### src/rtl/core/mvr_pkg.sv
// Package for the match vector resolver: widths, defaults and the tag bundle type.
// No dependencies; every module of the block imports it.
package mvr_pkg;

  localparam int unsigned IdxW          = 6;
  localparam int unsigned LimitW        = 7;
  localparam int unsigned TagW          = 32;
  localparam int unsigned VecPortW      = 64;
  localparam int unsigned DefMatchWidth = 64;
  localparam int unsigned QueueDepth    = 2;

  typedef struct packed {
    logic signed [TagW-1:0] a;
    logic signed [TagW-1:0] b;
    logic signed [TagW-1:0] c;
  } tags_t;

  localparam int unsigned TagsW = $bits(tags_t);

endpackage

### src/rtl/core/mvr_front.sv
// Front end of the match vector resolver: takes a request, masks the vector and drops empties.
// Depends on mvr_pkg.
module mvr_front #(
  parameter int unsigned MATCH_WIDTH = mvr_pkg::DefMatchWidth
) (
  input  logic                        start,
  input  logic [mvr_pkg::VecPortW-1:0] match_bits_i,
  input  mvr_pkg::tags_t              tags_i,
  input  logic                        q_full_i,
  output logic                        busy,
  output logic                        push_o,
  output logic [MATCH_WIDTH-1:0]      vec_o,
  output mvr_pkg::tags_t              tags_o
);
  import mvr_pkg::*;

  // keep only the rows that exist
  assign vec_o  = match_bits_i[MATCH_WIDTH-1:0];
  assign tags_o = tags_i;
  assign busy   = q_full_i;
  // a vector with no matches produces nothing: accept and drop it
  assign push_o = start && !q_full_i && (vec_o != '0);

endmodule

### src/rtl/core/mvr_queue.sv
// Short request queue between front and back ends of the match vector resolver.
// Depends on mvr_pkg for the default depth.
module mvr_queue #(
  parameter int unsigned DATA_W = 8,
  parameter int unsigned DEPTH  = mvr_pkg::QueueDepth
) (
  input  logic              clk_i,
  input  logic              rst_ni,
  input  logic              push_i,
  input  logic [DATA_W-1:0] data_i,
  output logic              full_o,
  output logic              valid_o,
  input  logic              pop_i,
  output logic [DATA_W-1:0] data_o
);
  import mvr_pkg::*;

  localparam int unsigned PtrW = (DEPTH > 1) ? $clog2(DEPTH) : 1;
  localparam int unsigned CntW = $clog2(DEPTH + 1);

  logic [DATA_W-1:0] store_q [DEPTH];
  logic [PtrW-1:0]   wr_ptr_q, wr_ptr_d, rd_ptr_q, rd_ptr_d;
  logic [CntW-1:0]   count_q, count_d;
  logic              do_push, do_pop;

  assign full_o  = (count_q == CntW'(DEPTH));
  assign valid_o = (count_q != '0);
  assign data_o  = store_q[rd_ptr_q];
  assign do_push = push_i && !full_o;
  assign do_pop  = pop_i && valid_o;

  always_comb begin
    wr_ptr_d = wr_ptr_q;
    rd_ptr_d = rd_ptr_q;
    count_d  = count_q;
    if (do_push) begin
      wr_ptr_d = (wr_ptr_q == PtrW'(DEPTH - 1)) ? '0 : wr_ptr_q + 1'b1;
    end
    if (do_pop) begin
      rd_ptr_d = (rd_ptr_q == PtrW'(DEPTH - 1)) ? '0 : rd_ptr_q + 1'b1;
    end
    if (do_push && !do_pop) begin
      count_d = count_q + 1'b1;
    end else if (do_pop && !do_push) begin
      count_d = count_q - 1'b1;
    end
  end

  always_ff @(posedge clk_i or negedge rst_ni) begin
    if (!rst_ni) begin
      wr_ptr_q <= '0;
      rd_ptr_q <= '0;
      count_q  <= '0;
    end else begin
      wr_ptr_q <= wr_ptr_d;
      rd_ptr_q <= rd_ptr_d;
      count_q  <= count_d;
    end
  end

  always_ff @(posedge clk_i) begin
    if (do_push) begin
      store_q[wr_ptr_q] <= data_i;
    end
  end

`ifndef SYNTH
  a_count_bound: assert property (@(posedge clk_i) disable iff (!rst_ni)
    count_q <= CntW'(DEPTH))
    else $error("queue fill count beyond depth");
  a_no_push_full: assert property (@(posedge clk_i) disable iff (!rst_ni)
    full_o |-> !push_i)
    else $error("request pushed into a full queue");
`endif

endmodule

### src/rtl/core/mvr_back.sv
// Back end of the match vector resolver: walks one vector, one match index a cycle.
// Depends on mvr_pkg.
module mvr_back #(
  parameter int unsigned MATCH_WIDTH = mvr_pkg::DefMatchWidth
) (
  input  logic                        clk_i,
  input  logic                        rst_ni,
  input  logic [mvr_pkg::LimitW-1:0]  limit_i,
  input  logic                        q_valid_i,
  input  logic [MATCH_WIDTH-1:0]      q_vec_i,
  input  mvr_pkg::tags_t              q_tags_i,
  output logic                        q_pop_o,
  output logic                        res_valid_o,
  output logic [mvr_pkg::IdxW-1:0]    res_index_o,
  output mvr_pkg::tags_t              res_tags_o,
  output logic                        res_final_o
);
  import mvr_pkg::*;

  localparam int unsigned LocW = (MATCH_WIDTH > 1) ? $clog2(MATCH_WIDTH) : 1;

  logic                   active_q, active_d;
  logic [MATCH_WIDTH-1:0] vec_q, vec_d;
  tags_t                  tags_q, tags_d;
  logic [LimitW-1:0]      count_q, count_d;

  logic [MATCH_WIDTH-1:0] lowest;
  logic [MATCH_WIDTH-1:0] remain;
  logic [LocW-1:0]        loc;
  logic [LimitW-1:0]      count_inc;
  logic                   last;

  logic              out_valid_q;
  logic [IdxW-1:0]   out_index_q;
  tags_t             out_tags_q;
  logic              out_final_q;

  // isolate the lowest set bit, then encode its position
  always_comb begin
    lowest = vec_q & (~vec_q + 1'b1);
    remain = vec_q & ~lowest;
    loc    = '0;
    for (int unsigned i = 0; i < MATCH_WIDTH; i++) begin
      if (lowest[i]) begin
        loc = loc | LocW'(i);
      end
    end
    count_inc = count_q + 1'b1;
    last = active_q && ((remain == '0) || ((limit_i != '0) && (count_inc == limit_i)));
  end

  assign q_pop_o = q_valid_i && (!active_q || last);

  always_comb begin
    active_d = active_q;
    vec_d    = vec_q;
    tags_d   = tags_q;
    count_d  = count_q;
    if (q_pop_o) begin
      active_d = 1'b1;
      vec_d    = q_vec_i;
      tags_d   = q_tags_i;
      count_d  = '0;
    end else if (last) begin
      active_d = 1'b0;
    end else if (active_q) begin
      vec_d   = remain;
      count_d = count_inc;
    end
  end

  always_ff @(posedge clk_i or negedge rst_ni) begin
    if (!rst_ni) begin
      active_q    <= 1'b0;
      out_valid_q <= 1'b0;
    end else begin
      active_q    <= active_d;
      out_valid_q <= active_q;
    end
  end

  always_ff @(posedge clk_i) begin
    vec_q       <= vec_d;
    tags_q      <= tags_d;
    count_q     <= count_d;
    out_index_q <= IdxW'(loc);
    out_tags_q  <= tags_q;
    out_final_q <= last;
  end

  assign res_valid_o = out_valid_q;
  assign res_index_o = out_index_q;
  assign res_tags_o  = out_tags_q;
  assign res_final_o = out_final_q;

`ifndef SYNTH
  a_active_nonempty: assert property (@(posedge clk_i) disable iff (!rst_ni)
    active_q |-> (vec_q != '0))
    else $error("walking an empty vector");
  a_final_ends_walk: assert property (@(posedge clk_i) disable iff (!rst_ni)
    (active_q && !last && !q_pop_o) |=> (active_q && $stable(tags_q)))
    else $error("walk ended without a final index");
`endif

endmodule

### src/rtl/core/match_vector_resolver.sv
// Top level of the match vector resolver: limit register, front end, queue, back end.
// Depends on mvr_pkg, mvr_front, mvr_queue and mvr_back.
//
// Usage:
//   Request channel: drive match_bits_i and the three query tags with start high;
//   the request is taken at a rising edge where start is high and busy is low.
//   Result channel: result_valid_o strobes for one cycle per set bit, lowest row
//   first, with the index, the tags of its request and final_match_o on the last.
//   Limit channel: cfg_valid_i / cfg_ready_o write match_limit (0 emits every
//   match); write it only while no request is in flight.
// Timing:
//   The back end walks each vector with reported matches, one index per cycle from
//   the priority encoder. With the back end idle, a taken request is written into
//   the queue, then loaded into the walk registers, and its first index leaves
//   through the output register. Vectors with no set bits are taken and dropped
//   at once. A two-entry queue lets requests pile up while a vector is being
//   walked; busy rises when that queue is full.
// Reset:
//   rst_ni clears the queue, the walk and the limit (back to emit all).
// The receiver cannot stall: every strobed result must be taken in its cycle.
module match_vector_resolver #(
  parameter int unsigned MATCH_WIDTH = mvr_pkg::DefMatchWidth
) (
  input  logic                               clk_i,
  input  logic                               rst_ni,
  // request channel
  input  logic                               start,
  output logic                               busy,
  input  logic [mvr_pkg::VecPortW-1:0]       match_bits_i,
  input  logic signed [mvr_pkg::TagW-1:0]    query_tag_a_i,
  input  logic signed [mvr_pkg::TagW-1:0]    query_tag_b_i,
  input  logic signed [mvr_pkg::TagW-1:0]    query_tag_c_i,
  // limit write channel
  input  logic                               cfg_valid_i,
  output logic                               cfg_ready_o,
  input  logic [mvr_pkg::LimitW-1:0]         cfg_data_i,
  // result channel
  output logic                               result_valid_o,
  output logic [mvr_pkg::IdxW-1:0]           match_index_o,
  output logic signed [mvr_pkg::TagW-1:0]    result_tag_a_o,
  output logic signed [mvr_pkg::TagW-1:0]    result_tag_b_o,
  output logic signed [mvr_pkg::TagW-1:0]    result_tag_c_o,
  output logic                               final_match_o
);
  import mvr_pkg::*;

  localparam int unsigned QDataW = TagsW + MATCH_WIDTH;

  logic [LimitW-1:0]      limit_q;
  tags_t                  req_tags;
  logic                   q_full, q_push, q_valid, q_pop;
  logic [MATCH_WIDTH-1:0] fe_vec;
  tags_t                  fe_tags;
  logic [QDataW-1:0]      q_wdata, q_rdata;
  tags_t                  res_tags;

  // the limit register accepts a write every cycle
  assign cfg_ready_o = 1'b1;

  always_ff @(posedge clk_i or negedge rst_ni) begin
    if (!rst_ni) begin
      limit_q <= '0;
    end else if (cfg_valid_i && cfg_ready_o) begin
      limit_q <= cfg_data_i;
    end
  end

  assign req_tags.a = query_tag_a_i;
  assign req_tags.b = query_tag_b_i;
  assign req_tags.c = query_tag_c_i;

  // front end: mask to the populated rows, drop empty vectors
  mvr_front #(
    .MATCH_WIDTH(MATCH_WIDTH)
  ) u_front (
    .start       (start),
    .match_bits_i(match_bits_i),
    .tags_i      (req_tags),
    .q_full_i    (q_full),
    .busy        (busy),
    .push_o      (q_push),
    .vec_o       (fe_vec),
    .tags_o      (fe_tags)
  );

  assign q_wdata = {fe_tags, fe_vec};

  // hold pending requests while the back end walks a vector
  mvr_queue #(
    .DATA_W(QDataW),
    .DEPTH (QueueDepth)
  ) u_queue (
    .clk_i  (clk_i),
    .rst_ni (rst_ni),
    .push_i (q_push),
    .data_i (q_wdata),
    .full_o (q_full),
    .valid_o(q_valid),
    .pop_i  (q_pop),
    .data_o (q_rdata)
  );

  // back end: one index per cycle, lowest first, stop at the limit
  mvr_back #(
    .MATCH_WIDTH(MATCH_WIDTH)
  ) u_back (
    .clk_i      (clk_i),
    .rst_ni     (rst_ni),
    .limit_i    (limit_q),
    .q_valid_i  (q_valid),
    .q_vec_i    (q_rdata[MATCH_WIDTH-1:0]),
    .q_tags_i   (q_rdata[QDataW-1:MATCH_WIDTH]),
    .q_pop_o    (q_pop),
    .res_valid_o(result_valid_o),
    .res_index_o(match_index_o),
    .res_tags_o (res_tags),
    .res_final_o(final_match_o)
  );

  assign result_tag_a_o = res_tags.a;
  assign result_tag_b_o = res_tags.b;
  assign result_tag_c_o = res_tags.c;

`ifndef SYNTH
  a_final_has_valid: assert property (@(posedge clk_i) disable iff (!rst_ni)
    final_match_o |-> result_valid_o)
    else $error("final flag raised without a result strobe");
`endif

endmodule

### config.mk
export PLATFORM = sky130hd
export DESIGN_NAME = match_vector_resolver
export DESIGN_NICKNAME = d
export VERILOG_FILES = /design/src/rtl/core/mvr_pkg.sv /design/src/rtl/core/mvr_front.sv /design/src/rtl/core/mvr_queue.sv /design/src/rtl/core/mvr_back.sv /design/src/rtl/core/match_vector_resolver.sv
export SDC_FILE = /design/constraint.sdc
export NUM_CORES = 1
export LEC_CHECK = 0
export BUFFER_PORTS_ARGS = -buffer_cell sky130_fd_sc_hd__buf_2
export CORE_ASPECT_RATIO = 0.75
export CORE_UTILIZATION = 33
export DETAILED_ROUTE_END_ITERATION = 10
export SETUP_SLACK_MARGIN = 0.15
export SYNTH_ARGS = -nofsm -noshare
export SYNTH_HDL_FRONTEND = slang
export SYNTH_SLANG_ARGS = --single-unit
### constraint.sdc
create_clock -name clk_i -period 17.3 [get_ports clk_i]
set_input_delay 3.46 -clock clk_i [delete_from_list [all_inputs] [get_ports clk_i]]
set_output_delay 3.46 -clock clk_i [all_outputs]
set_load 0.02 [all_outputs]
==> impl_metrics.prom, run 1 <==
# TYPE chip_impl_metric gauge
chip_impl_info{name="r2r-end",value="u_back.vec_q[11]"} 1
chip_impl_metric{name="power_frac_seq",unit=""} 0.421
chip_impl_metric{name="drt-wirelength-per-cell",unit="µm"} 21.5
chip_impl_metric{name="grt_pass1_vias",unit=""} 12583
chip_impl_metric{name="floorplan.rows",unit=""} 82
chip_impl_info{name="crit_type",value="in -> reg"} 1
chip_impl_info{name="hold_removal_path_class",value="reg -> reg"} 1
chip_impl_metric{name="netSwitchingFraction",unit=""} 0.344
chip_impl_metric{name="synth-edff-count",unit=""} 480
chip_impl_metric{name="drt_iter0_drc",unit=""} 995
chip_impl_metric{name="grt_util_all_layers",unit=""} 0.156
chip_impl_metric{name="dr.pass1.iters",unit=""} 7
chip_impl_metric{name="placed_cells",unit=""} 2437
chip_impl_metric{name="synth_fp_nets",unit=""} 1492
chip_impl_metric{name="timing.final.hold_violations",unit=""} 0
chip_impl_info{name="unrepaired_setup_endpoints_after_global_routing",value="no"} 1
chip_impl_info{name="critical_path.endpoint_type",value="register"} 1
chip_impl_metric{name="nFillCells",unit=""} 6176
chip_impl_metric{name="core-area",unit="µm²"} 66700
chip_impl_metric{name="htree_levels",unit=""} 2
chip_impl_metric{name="post-route-min-period",unit="ns"} 7.21
chip_impl_metric{name="drt_drc_violations_left",unit=""} 0
chip_impl_metric{name="yosys_register_bits",unit=""} 603
chip_impl_metric{name="setup_viol",unit=""} 0
chip_impl_metric{name="die_h",unit="µm"} 227
chip_impl_info{name="regToRegStartpoint",value="u_back.vec_q[28]"} 1
chip_impl_metric{name="p_clk_frac",unit=""} 0.281
chip_impl_metric{name="synth.cell_area",unit="µm²"} 22200
chip_impl_info{name="min_delay_worst_endpoint",value="u_back.res_tags_o[35]"} 1
chip_impl_metric{name="clk_path_buf_depth",unit=""} 3
chip_impl_metric{name="syn-instance-count",unit=""} 1319
chip_impl_metric{name="final.setup.tns",unit="ns"} 0
chip_impl_metric{name="post_cts.resized_instances",unit=""} 0
chip_impl_metric{name="cts.reportedPaths.clkPinSlew",unit="ns"} 0.07
chip_impl_metric{name="clk_latency",unit="ns"} 0.64
chip_impl_metric{name="r2r_setup_slack",unit="ns"} 10.40
chip_impl_metric{name="layout.cells.non_filler",unit=""} 2554
chip_impl_metric{name="proportion_of_synthesized_chip_area_in_sequential_cells",unit=""} 0.762
chip_impl_metric{name="power_per_cell_area",unit="nW/µm²"} 188
chip_impl_metric{name="max_cap_violations",unit=""} 0
chip_impl_metric{name="globalplace.congestion",unit=""} 0.913
chip_impl_metric{name="share_of_final_layout_standard_cells_stronger_than_drive_strength_1",unit=""} 0.314
chip_impl_metric{name="dp_hpwl",unit="µm"} 36700
chip_impl_metric{name="final_layout_net_count",unit=""} 1791
chip_impl_info{name="yosys.cell_count.top_type",value="edfxtp_1"} 1
chip_impl_metric{name="synth_top_area_frac",unit=""} 0.648
chip_impl_metric{name="vias_per_cell",unit=""} 4.93
chip_impl_metric{name="transition_time_at_the_pin_with_the_least_slew_margin",unit="ns"} 1.36
chip_impl_metric{name="final_min_period_over_clock_period",unit=""} 0.417
chip_impl_info{name="synth_area_leaders",value="edfxtp_1 (65%), dfxtp_1 (9.9%), mux2_2 (5.8%)"} 1
chip_impl_metric{name="cp.arrival",unit="ns"} 7.45
chip_impl_metric{name="critPathRequiredTime",unit="ns"} 17.54
chip_impl_metric{name="maxSlewViolCount",unit=""} 0
chip_impl_metric{name="grt_first_pass_wirelength",unit="µm"} 79800
chip_impl_metric{name="finalClockSkew",unit="ns"} 0.0367
chip_impl_info{name="ys.flop_type",value="edfxtp_1"} 1
chip_impl_metric{name="maximum_fanout_along_the_worst_path",unit=""} 69
chip_impl_metric{name="final_cell_area",unit="µm²"} 26800
chip_impl_metric{name="worst-r2r-cell-count",unit=""} 11
chip_impl_metric{name="power.static_leakage",unit="nW"} 9.91
chip_impl_metric{name="start_util",unit=""} 0.333
chip_impl_metric{name="comb_power_share",unit=""} 0.298
chip_impl_metric{name="cts_buffers",unit=""} 61
chip_impl_metric{name="synth.yosys.warnings",unit=""} 0
chip_impl_metric{name="area_delta_synth_final",unit="%"} 20.7
chip_impl_metric{name="cts_hold_buf",unit=""} 0
chip_impl_metric{name="floorplan.die.width",unit="µm"} 302
chip_impl_metric{name="hold_depth",unit=""} 0
chip_impl_metric{name="avgSynthCellArea",unit="µm²"} 16.9
chip_impl_metric{name="routed_wl",unit="µm"} 54900
chip_impl_info{name="cts.root.buffer_cell",value="clkbuf_16"} 1
chip_impl_metric{name="initial_antenna_violation_count",unit=""} 4
chip_impl_metric{name="ys_async_sr_fraction",unit=""} 0.0216
chip_impl_info{name="synth.largest_area_cell",value="edfxtp_1"} 1
chip_impl_metric{name="post-cts-setup-buffer-count",unit=""} 0
chip_impl_metric{name="num_io_pins",unit=""} 277
chip_impl_metric{name="vias",unit=""} 12586
chip_impl_metric{name="global_route.overflow_total",unit=""} 0
chip_impl_info{name="tritoncts",value="done"} 1
chip_impl_info{name="setup.worst_path.start_class",value="input port"} 1
chip_impl_metric{name="grt_max_degree",unit=""} 161
chip_impl_metric{name="synthDistinctLibCells",unit=""} 69
chip_impl_metric{name="portbufs",unit=""} 275
chip_impl_metric{name="dieArea",unit="µm²"} 68400
chip_impl_metric{name="power.net_switching",unit="mW"} 1.74
chip_impl_metric{name="timing.max_slew.rel_slack",unit=""} 0.0869
chip_impl_info{name="run_status",value="finished, final reports clean"} 1
chip_impl_metric{name="cellInternalPower",unit="mW"} 3.31
chip_impl_info{name="worst_setup_path_startpoint",value="match_bits_i[1]"} 1
chip_impl_metric{name="post_dp_cell_area",unit="µm²"} 24600
chip_impl_metric{name="fmaxAchievable",unit="MHz"} 139
chip_impl_metric{name="antenna_left",unit=""} 0
chip_impl_metric{name="clock_sinks",unit=""} 603
chip_impl_info{name="post_synth_most_frequent_cells",value="edfxtp_1 (480), mux2i_1 (120), mux2_2 (114)"} 1
chip_impl_info{name="worstHoldStart",value="u_back.tags_q[35]"} 1
chip_impl_metric{name="vdd_ir_drop_max",unit="µV"} 147
area by class of cell:
type | count | area [µm²] | share of cell area
clock buffers | 74 | 1660 | 0.0617
well taps | 882 | 1100 | 0.0411
clock inverters | 42 | 566 | 0.0211
repair buffers | 288 | 1500 | 0.0558
multi-input cells | 641 | 4980 | 0.186
flip-flops and latches | 603 | 16900 | 0.631
inverters | 23 | 86.3 | 0.00322
diodes | 1 | 2.50 | 0.0000932
power groups by stage:
stage	clock network [mW]	logic [mW]	registers [mW]
after detailed placement	0	1.50	2.16
after floorplan	0	0.953	2.21
after global routing	1.51	1.62	2.16
final	1.42	1.50	2.13
after CTS	1.46	1.50	2.13
after global placement	0	1.50	2.15
routing by layer:
layer  routed length [µm]  up-vias  GRT usage
met4                  977        4     0.0406
met3                 3460       67     0.0355
met5                   21        -          0
met2                25700      387      0.243
li1                     -     5787          -
met1                24700     6341      0.219
worst max path at each step:
stage | end | slack, ns | cells past startpoint
after detailed placement | u_queue.store_q[1][39] | 9.58 | 8
after global placement | u_queue.store_q[1][42] | 9.62 | 8
after floorplan | u_queue.store_q[0][0] | 1.99 | 4
after CTS | u_queue.store_q[1][30] | 10.23 | 8
final | u_queue.store_q[1][30] | 10.09 | 8
after global routing | u_queue.store_q[1][32] | 9.98 | 8
cell families (layout without fill, tap and decap cells):
kind of cell    after synthesis  after routing  synth area share
simple gates                275            275            0.0667
other cells                   1              2          0.000169
buf+inv                      75            427            0.0149
xor+xnor                     15             15           0.00625
flops                       603            603             0.762
mux                         234            234             0.112
fa+ha+maj                     3              3           0.00158
compound gates              113            113            0.0367
worst max-delay path, stage by stage:
cell,delay [ns]
buf_2,0.11
nor4_1,1.12
nand4_1,0.53
nor4_1,0.56
nor2_1,0.17
and2_4,0.36
buf_4,0.49
buf_4,0.49
sequential cells by signal, summed over array words and instances, names as in the netlist, 2 cells and up:
| name | flops |
|---|---|
| u_queue.count_q | 2 |
| u_back.res_index_o | 6 |
| u_back.tags_q | 96 |
| u_back.res_tags_o | 96 |
| u_back.count_q | 7 |
| u_back.vec_q | 64 |
| limit_q | 7 |
| u_queue.store_q | 320 |
stage by stage:
step / hold WS, ns / util / power, mW / setup WS (ns)
after floorplan: 0.323 / - / 3.16 / 1.99
after global placement: 0.324 / 0.369 / 3.65 / 9.62
after detailed placement: 0.327 / 0.369 / 3.66 / 9.58
after CTS: 0.340 / 0.402 / 5.10 / 10.23
after global routing: 0.345 / 0.402 / 5.29 / 9.98
final: 0.340 / 0.402 / 5.05 / 10.09
cell usage in the layout (no fill, tap or decap), types with 7 or more instances in the layout:
cell / instances
nor3_1: 25
clkbuf_16: 61
nor4_1: 46
edfxtp_1: 480
o41ai_1: 10
xnor2_1: 8
a21oi_1: 9
dfxtp_1: 110
nand4_1: 25
bufinv_16: 10
buf_2: 275
inv_1: 23
dfrtp_1: 12
mux2_2: 114
o21ai_0: 30
or4_1: 12
clkinv_2: 11
nand3_1: 20
nand2_1: 49
nor2_1: 53
mux2i_1: 120
buf_4: 11
or3_1: 7
clkbuf_8: 8
o31ai_1: 17
(Power assumes the default switching activity.)
==> run 2, diff against run 1 <==
clock period = 7.2 ns   (was 17.3 ns; I/O delays follow)
==> run 2 against run 1 <==
  * The run now ends with DRC left
  * Clock power is 130% higher
  * Power is 140% higher
  * Non-clock buffer count is 1 lower
  * Worst setup slack got worse by 8.7 ns
  * First-iteration DRC count decreased by 7.8%
  * Design area fell by 0.33%
  * Combinational power up 140%
  * Via count is 0.82% lower
  * Routed wire length fell by 2.0%
  * Global-route usage shrank 0.28 points
  * Utilization down 0.13 points
  * Sequential cell count stayed put
==> impl_metrics.prom, run 2 (synthesized netlist as in run 1, its figures left out) <==
# TYPE chip_impl_metric gauge
chip_impl_metric{name="post-route-min-period",unit="ns"} 5.82
chip_impl_info{name="min_delay_worst_endpoint",value="u_back.res_tags_o[70]"} 1
chip_impl_metric{name="grt_max_degree",unit=""} 127
chip_impl_metric{name="cp.arrival",unit="ns"} 6.19
chip_impl_info{name="tritoncts",value="done"} 1
chip_impl_metric{name="dp_hpwl",unit="µm"} 36100
chip_impl_metric{name="critPathRequiredTime",unit="ns"} 7.58
chip_impl_metric{name="cts_hold_buf",unit=""} 0
chip_impl_metric{name="final.setup.tns",unit="ns"} 0
chip_impl_metric{name="antenna_left",unit=""} 0
chip_impl_info{name="critPathSlowestCell",value="or4_1"} 1
chip_impl_metric{name="post_cts.resized_instances",unit=""} 0
chip_impl_metric{name="power.static_leakage",unit="nW"} 9.84
chip_impl_metric{name="dieArea",unit="µm²"} 68400
chip_impl_metric{name="global_route.overflow_total",unit=""} 0
chip_impl_info{name="crit_chain",value="or4_1, nor2_1, nand3_1, or4_1, o21a_1, nor4_1, nand4_2, a21oi_4, buf_4, mux2_2"} 1
chip_impl_info{name="run_status",value="complete, but fails checks"} 1
chip_impl_metric{name="maxSlewViolCount",unit=""} 0
chip_impl_metric{name="vdd_ir_drop_max",unit="µV"} 262
chip_impl_metric{name="worst-path-buf-inv",unit=""} 1
chip_impl_metric{name="hold_depth",unit=""} 0
chip_impl_metric{name="max_cap_violations",unit=""} 0
chip_impl_metric{name="layout.cells.non_filler",unit=""} 2555
chip_impl_metric{name="final_layout_net_count",unit=""} 1788
chip_impl_metric{name="netSwitchingFraction",unit=""} 0.342
chip_impl_info{name="most_common_cell_after_layout_fill_and_taps_aside",value="edfxtp_1"} 1
chip_impl_metric{name="comb_power_share",unit=""} 0.302
chip_impl_info{name="setup.worst_path.start_class",value="register"} 1
chip_impl_metric{name="portbufs",unit=""} 275
chip_impl_metric{name="clk_path_buf_depth",unit=""} 3
chip_impl_metric{name="share_of_final_layout_standard_cells_stronger_than_drive_strength_1",unit=""} 0.306
chip_impl_metric{name="nFillCells",unit=""} 6151
chip_impl_metric{name="vias_per_cell",unit=""} 4.89
chip_impl_metric{name="core-area",unit="µm²"} 66700
chip_impl_metric{name="drt_drc_violations_left",unit=""} 12
chip_impl_metric{name="num_io_pins",unit=""} 277
chip_impl_metric{name="floorplan.rows",unit=""} 82
chip_impl_info{name="regToRegStartpoint",value="u_back.vec_q[0]"} 1
chip_impl_metric{name="clock_sinks",unit=""} 603
chip_impl_metric{name="timing.max_slew.rel_slack",unit=""} 0.193
chip_impl_metric{name="drt_iter0_drc",unit=""} 917
chip_impl_metric{name="start_util",unit=""} 0.333
chip_impl_metric{name="post-cts-setup-buffer-count",unit=""} 0
chip_impl_info{name="top_register",value="u_queue.store_q"} 1
chip_impl_metric{name="p_clk_frac",unit=""} 0.271
chip_impl_metric{name="cts_buffers",unit=""} 59
chip_impl_metric{name="timing.final.hold_violations",unit=""} 0
chip_impl_metric{name="final_min_period_over_clock_period",unit=""} 0.808
chip_impl_metric{name="grt_first_pass_wirelength",unit="µm"} 78400
chip_impl_metric{name="critPathMaxStageDelay",unit="ns"} 0.81
chip_impl_metric{name="grt_util_all_layers",unit=""} 0.153
chip_impl_info{name="mostFrequentLayoutCells",value="edfxtp_1 (480), buf_2 (275), mux2i_1 (120)"} 1
chip_impl_metric{name="vias",unit=""} 12483
chip_impl_info{name="r2r-end",value="u_back.vec_q[11]"} 1
chip_impl_metric{name="die_h",unit="µm"} 227
chip_impl_metric{name="power_frac_seq",unit=""} 0.427
chip_impl_info{name="cpMostUsedCell",value="or4_1"} 1
chip_impl_metric{name="dr.pass1.iters",unit=""} 8
chip_impl_metric{name="worst-r2r-cell-count",unit=""} 10
chip_impl_metric{name="cellInternalPower",unit="mW"} 7.87
chip_impl_info{name="worstHoldStart",value="u_back.tags_q[70]"} 1
chip_impl_info{name="critical_path.endpoint_type",value="register"} 1
chip_impl_metric{name="power_per_cell_area",unit="nW/µm²"} 447
chip_impl_metric{name="drt-wirelength-per-cell",unit="µm"} 21.0
chip_impl_metric{name="pwr_total",unit="mW"} 12.0
chip_impl_metric{name="cts.reportedPaths.clkPinSlew",unit="ns"} 0.06
chip_impl_metric{name="r2r_setup_slack",unit="ns"} 1.38
chip_impl_metric{name="placed_cells",unit=""} 2436
chip_impl_metric{name="htree_levels",unit=""} 2
chip_impl_info{name="cts.root.buffer_cell",value="clkbuf_16"} 1
chip_impl_metric{name="number_of_flip_flops_under_the_largest_register_name",unit=""} 320
chip_impl_info{name="crit_type",value="reg -> reg"} 1
chip_impl_metric{name="area_delta_synth_final",unit="%"} 20.3
chip_impl_metric{name="globalplace.congestion",unit=""} 0.899
chip_impl_metric{name="finalClockSkew",unit="ns"} 0.0281
chip_impl_metric{name="power.net_switching",unit="mW"} 4.09
chip_impl_metric{name="clk_latency",unit="ns"} 0.63
chip_impl_metric{name="fmaxAchievable",unit="MHz"} 172
chip_impl_metric{name="maximum_fanout_along_the_worst_path",unit=""} 20
chip_impl_metric{name="transition_time_at_the_pin_with_the_least_slew_margin",unit="ns"} 1.18
chip_impl_info{name="unrepaired_setup_endpoints_after_global_routing",value="no"} 1
chip_impl_metric{name="initial_antenna_violation_count",unit=""} 13
chip_impl_metric{name="floorplan.die.width",unit="µm"} 302
chip_impl_metric{name="grt_pass1_vias",unit=""} 12577
chip_impl_info{name="hold_removal_path_class",value="reg -> reg"} 1
chip_impl_info{name="worst_setup_path_startpoint",value="u_back.vec_q[0]"} 1
chip_impl_info{name="failed_checks",value="DRC"} 1
chip_impl_metric{name="routed_wl",unit="µm"} 53700
chip_impl_info{name="critical_path.top_delay_family",value="simple AND/OR/NAND/NOR gates"} 1
chip_impl_metric{name="setup_viol",unit=""} 0
[run 2: through the flow]
step	hold WS (ns)	setup WS (ns)	utilization	cell area, µm²
floorplan	0.323	1.13	-	22200
global placement	0.325	1.66	0.370	24700
detailed placement	0.327	1.51	0.370	24700
CTS	0.340	1.45	0.401	26700
global route	0.345	1.12	0.401	26700
finish	0.339	1.38	0.401	26800
[run 2: routing by layer]
layer	vias to the layer above	wire, µm	GRT usage
li1	5785	-	-
met1	6215	24300	0.213
met2	374	24400	0.233
met3	95	3770	0.0409
met4	14	1140	0.0463
met5	-	80	0
[run 2: area by class of cell]
cell class | count | area, µm² | share of cell area
Inverter | 23 | 86.3 | 0.00323
Tap cell | 882 | 1100 | 0.0413
Clock buffer | 83 | 1680 | 0.0627
Multi-Input combinational cell | 641 | 4990 | 0.186
Clock inverter | 29 | 403 | 0.0151
Timing Repair Buffer | 287 | 1530 | 0.0572
Antenna cell | 7 | 17.5 | 0.000655
Sequential cell | 603 | 16900 | 0.633
[run 2: worst max-delay path by stage]
stage,endpoint,depth (start not counted)
after detailed placement,u_back.vec_q[11],10
final,u_back.vec_q[11],10
after global placement,u_back.vec_q[10],10
after CTS,u_back.vec_q[11],10
after floorplan,u_queue.store_q[1][0],5
after global routing,u_back.vec_q[11],10
[run 2: power groups by stage]
stage          sequential, mW  combinational [mW]  clock [mW]
2_1_floorplan            5.24                2.29           0
4_1_cts                  5.12                3.73        3.34
6_report                 5.11                3.61        3.24
5_1_grt                  5.19                3.89        3.47
3_3_place_gp             5.16                3.73           0
3_5_place_dp             5.19                3.72           0
